==> src/sv/npc_pkg.sv <==
// Shared types and constants for the nearest palette color block.
// No dependencies; compiled first.
package npc_pkg;

	localparam int PALETTE_SIZE_DEF = 16;

	localparam int COMP_W  = 8;
	localparam int INDEX_W = 4;
	localparam int SQ_W    = 2 * COMP_W;
	localparam int DIST_W  = 20;

	// Larger than any reachable distance, so the first entry always wins.
	localparam logic [DIST_W-1:0] DIST_INIT = '1;

	// Red sum below this means the mean red is below 128.
	localparam logic [COMP_W+1:0] RED_SUM_LIMIT = 10'd256;

	localparam logic REQ_WRITE    = 1'b0;
	localparam logic REQ_CLASSIFY = 1'b1;

	// One transaction on its way down the chain of cells.
	typedef struct packed {
		logic                 vld;
		logic                 is_wr;
		logic [INDEX_W-1:0]   idx;
		logic [COMP_W-1:0]    red;
		logic [COMP_W-1:0]    green;
		logic [COMP_W-1:0]    blue;
		logic [DIST_W-1:0]    best_dist;
	} npc_item_t;

endpackage

==> src/sv/npc_cell.sv <==
// One cell of the classifier chain: holds one palette entry and scores
// each passing pixel against it in two stages. Depends on npc_pkg.
module npc_cell #(
	parameter int CELL_IDX = 0,
	parameter int IDX_W    = 4
) (
	input  logic               clk,
	input  logic               arst_n,
	input  logic               en,
	input  npc_pkg::npc_item_t item_i,
	input  logic [IDX_W-1:0]   best_idx_i,
	output npc_pkg::npc_item_t item_o,
	output logic [IDX_W-1:0]   best_idx_o
);
	import npc_pkg::*;

	logic [COMP_W-1:0] ent_red_q, ent_green_q, ent_blue_q;

	npc_item_t         item_s1, item_s2;
	logic [IDX_W-1:0]  best_idx_s1, best_idx_s2;
	logic [SQ_W-1:0]   sqr_s1, sqg_s1, sqb_s1;
	logic              low_s1;

	logic              hit;
	logic [SQ_W-1:0]   sqr, sqg, sqb;
	logic [COMP_W+1:0] red_sum;
	logic [DIST_W-1:0] wr_d, wg_d, wb_d, score;
	logic              take;
	npc_item_t         item_nx;

	function automatic logic [SQ_W-1:0] sq_diff(input logic [COMP_W-1:0] a,
			input logic [COMP_W-1:0] b);
		logic [COMP_W-1:0] d;
		d = (a >= b) ? (a - b) : (b - a);
		return SQ_W'(d) * SQ_W'(d);
	endfunction

	assign hit = en && item_i.vld && item_i.is_wr && (32'(item_i.idx) == CELL_IDX);

	// Load the entry when a write transaction addressed to this cell passes.
	always_ff @(posedge clk) begin
		if (hit) begin
			ent_red_q   <= item_i.red;
			ent_green_q <= item_i.green;
			ent_blue_q  <= item_i.blue;
		end
	end

	assign sqr     = sq_diff(item_i.red, ent_red_q);
	assign sqg     = sq_diff(item_i.green, ent_green_q);
	assign sqb     = sq_diff(item_i.blue, ent_blue_q);
	assign red_sum = {2'b00, item_i.red} + {2'b00, ent_red_q};

	// Stage 1: squared differences and the red-mean weight select.
	always_ff @(posedge clk or negedge arst_n) begin
		if (!arst_n) begin
			item_s1.vld <= 1'b0;
		end else if (en) begin
			item_s1     <= item_i;
			best_idx_s1 <= best_idx_i;
			sqr_s1      <= sqr;
			sqg_s1      <= sqg;
			sqb_s1      <= sqb;
			low_s1      <= (red_sum < RED_SUM_LIMIT);
		end
	end

	// Stage 2: weighted sum, then keep the better of this entry and the best so far.
	assign wr_d = low_s1 ? (DIST_W'(sqr_s1) << 1) : (DIST_W'(sqr_s1) + (DIST_W'(sqr_s1) << 1));
	assign wg_d = DIST_W'(sqg_s1) << 2;
	assign wb_d = low_s1 ? (DIST_W'(sqb_s1) + (DIST_W'(sqb_s1) << 1)) : (DIST_W'(sqb_s1) << 1);
	assign score = wr_d + wg_d + wb_d;
	assign take  = (score < item_s1.best_dist);

	always_comb begin
		item_nx           = item_s1;
		item_nx.best_dist = take ? score : item_s1.best_dist;
	end

	always_ff @(posedge clk or negedge arst_n) begin
		if (!arst_n) begin
			item_s2.vld <= 1'b0;
		end else if (en) begin
			item_s2     <= item_nx;
			best_idx_s2 <= take ? IDX_W'(CELL_IDX) : best_idx_s1;
		end
	end

	assign item_o     = item_s2;
	assign best_idx_o = best_idx_s2;

endmodule

==> config.mk <==
export PLATFORM = sky130hd
export DESIGN_NAME = npc_cell
export DESIGN_NICKNAME = d
export VERILOG_FILES = /design/src/sv/npc_pkg.sv /design/src/sv/npc_cell.sv
export SDC_FILE = /design/constraint.sdc
export NUM_CORES = 1
export LEC_CHECK = 0
export BUFFER_PORTS_ARGS = -buffer_cell sky130_fd_sc_hd__clkbuf_2
export CORE_AREA = 2 2 197 151
export CTS_BUF_LIST = sky130_fd_sc_hd__clkbuf_16
export DETAILED_ROUTE_END_ITERATION = 8
export DIE_AREA = 0 0 199 153
export PLACE_DENSITY = 0.77
export SYNTH_ARGS = -nofsm -noshare
export SYNTH_HDL_FRONTEND = slang
export SYNTH_SLANG_ARGS = --single-unit
==> constraint.sdc <==
create_clock -name clk -period 5.8 [get_ports clk]
set_clock_uncertainty 0.15 [all_clocks]
set_input_delay 0.29 -clock clk [delete_from_list [all_inputs] [get_ports clk]]
set_output_delay 0.29 -clock clk [all_outputs]
set_load 0.05 [all_outputs]
==> qor.txt <==
Synthesized netlist cell count - 1512
CTS tree - yes
DP Wirelength - 27300 um
Crit-path slowest cell - fa_1
Most frequent cells after synthesis - inv_1, ha_1, edfxtp_1
Initial antenna violation count - 0
Worst Hold Class - primary input to register
Max transition margin - 40.7%
Number of stages on the worst setup path - 28
ANT nets after route - 0
Worst Hold End - item_nx[39]
Num rows - 54
Data required, critical path - 5.86 ns
Worst-path clk slew - 0.07 ns
Failing checks - negative setup slack
Final wirelength - 42000 um
CP Capture Type - register
NumNets Final - 2401
Multi-input gate area - 10900 um^2
Worst r2r src - ent_green_q[0]
Number of synthesized register bits - 178
Highest Clock Rate - 0.158 GHz
Filler instances - 1683
Post-synth top area cell - edfxtp_1
Mapped cell area - 15700 um^2
Synth Flop Type - edfxtp_1
RePlAce Congestion - 0.892
Largest net degree at the start of global routing - 63
Final setup vio count - 42
CTS Root Cell - clkbuf_16
Most common cell in the synthesized netlist - inv_1
CP Class - register to register
Via Count - 12981
Top delay family on crit path - adder cells
# port buffers - 110
Final setup TNS - -12.30 ns
Tot GR Track Use - 26.2%
WHS Path Cells - 2
Sequential area share after synthesis - 33.9%
Async S/R FF share, synth - 1.12%
First-pass GRT wire length - 63600 um
Initial Util - 55.1%
Routed length per instance - 17.2 um
R2r worst-path depth - 28
Number of flops mapped to enable cells by yosys - 176
Critical path buffers and inverters - 5
Worst R2R End - sqg_s1[15]
Hold slack - 0.0159 ns
Antenna cell count - 0
Vias in the first global route - 13458
Crit share post-route - 109%
Die Wd - 199 um
CTS Buf Count - 17
Register area - 5340 um^2
Vias per inst - 5.32
Post-synth top area share - 33.6%
Least-Margin Pin Slew - 0.890 ns
Outcome - complete, but fails checks
Worst setup margin - -0.540 ns
Initial DRT Pass Iterations - 5
DR iter-0 viols - 742
Clk sink count - 178
Min cycle time layout - 6.34 ns
DP Cell Count - 2270
Place WS - -0.678 ns
Syn_area_per_cell - 10.4 um^2
Worst setup SP type - register
Slowest stage delay, CP - 0.49 ns
RSZ-0062 raised after global routing - true
H-tree depth - 4
I/O pin total - 111
Final non-filler cell total - 2439
Max Slew Vio Count - 0
Area grow syn2layout - 41.6%
Cell mode on critical path - fa_1
R2r setup slk - -0.54 ns
Critical path data arrival time - 6.40 ns
Share of post-route cells with drive strength above 1 - 39.4%
Crit-path max FO - 7
Clk buf depth - 2
Leading post-synthesis cells by cell area - edfxtp_1, ha_1, fa_1
Max-Cap Viols - 0
Core box area - 28600 um^2
Library cells used by synthesis - 63
Global route total overflow - 0
Die area - 30400 um^2
Final hold vios - 0
YS warnings - 0
Die height - 153 um
Worst-Skew Late Latency - 0.46 ns
Hold path startpoint - item_i[39]
Remaining DRCs - 0
[sequential cells by signal, summed over array words and instances (netlist names)]
signal and flops:
low_s1 1, ent_red_q 8, best_idx_s1 4, sqg_s1 15
item_o 50, item_s1 20, ent_green_q 8, item_nx 30
ent_blue_q 8, best_idx_o 4, sqr_s1 15, sqb_s1 15
[logic make-up (layout without fill, tap and decap cells)]
| family | Yosys count | in the layout | share of synthesized area, % |
|---|---|---|---|
| flip-flops | 178 | 178 | 33.9 |
| AO/OA/AOI/OAI | 260 | 260 | 10.5 |
| adder cells (fa/ha/maj) | 310 | 310 | 29.4 |
| other | 2 | 3 | 0.0477 |
| buffers and inverters | 319 | 853 | 7.64 |
| multiplexers | 59 | 59 | 3.92 |
| AND/OR/NAND/NOR | 282 | 282 | 8.83 |
| XOR/XNOR | 102 | 102 | 5.77 |
[worst reg2reg max path: cells and delay by family, from the launching register on]
kind,cells,cell delay [ns]
xor+xnor,2,0.36
fa+ha+maj,7,2.67
simple gates,6,1.00
flops,1,0.36
buf+inv,5,0.33
compound gates,8,1.24
[per-layer routing]
metal / up-vias / global-route usage [%] / share of wire [%]
met2: 360 / 46.3 / 51
met1: 6399 / 33.3 / 42
met4: 0 / 7.53 / 2.7
met5: - / 0 / 0
li1: 6125 / - / -
met3: 97 / 3.77 / 4.2
[placed cells by master (no fill, tap or decap), types with 27 or more instances in the layout]
| cell type | count |
|---|---|
| buf_4 | 331 |
| inv_1 | 265 |
| edfxtp_1 | 176 |
| ha_1 | 170 |
| clkbuf_2 | 110 |
| nor2_1 | 97 |
| fa_1 | 85 |
| a21oi_1 | 57 |
| xnor2_1 | 55 |
| dlygate4sd3_1 | 54 |
| ha_4 | 35 |
| inv_2 | 34 |
| a21oi_2 | 32 |
| a21o_1 | 29 |
| nand2_1 | 29 |
| o21ai_0 | 27 |
[metrics by stage]
step | utilization [%] | instance area, um^2
6_report | 78.0 | 22300
5_1_grt | 78.0 | 22300
4_1_cts | 74.7 | 21400
3_5_place_dp | 67.1 | 19200
3_3_place_gp | 67.1 | 19200
2_1_floorplan | - | 16100
[cell type report]
class / instances / share of cell area [%]
clock buffer: 17 / 1.91
timing repair buffer: 524 / 17.6
multi-input combinational: 1016 / 48.7
sequential: 178 / 23.9
inverter: 297 / 5.00
tap: 392 / 2.20
clock inverter: 15 / 0.584
[repair_timing]
action | CTS | global route
hold endpoints to repair | 73 | 0
pin swaps | 124 | 149
endpoints found under the setup margin | 44 | 50
hold buffers | 54 | 0
setup buffers | 54 | 34
cloned | 1 | 0
gates resized for setup | 150 | 143
[worst max path at each step]
stage | end | startpoint | slack [ns]
5_1_grt | sqr_s1[15] | ent_red_q[0] | -0.76
3_3_place_gp | sqr_s1[15] | item_i[36] | -0.45
2_1_floorplan | sqr_s1[15] | ent_red_q[0] | -0.35
6_report | sqg_s1[15] | ent_green_q[0] | -0.54
3_5_place_dp | sqr_s1[15] | item_i[36] | -0.68
4_1_cts | sqr_s1[15] | ent_red_q[0] | -0.50
Power is left out: the tool's default activity adds up to more than one toggle a clock period on the data nets, which glitch-free logic cannot reach.
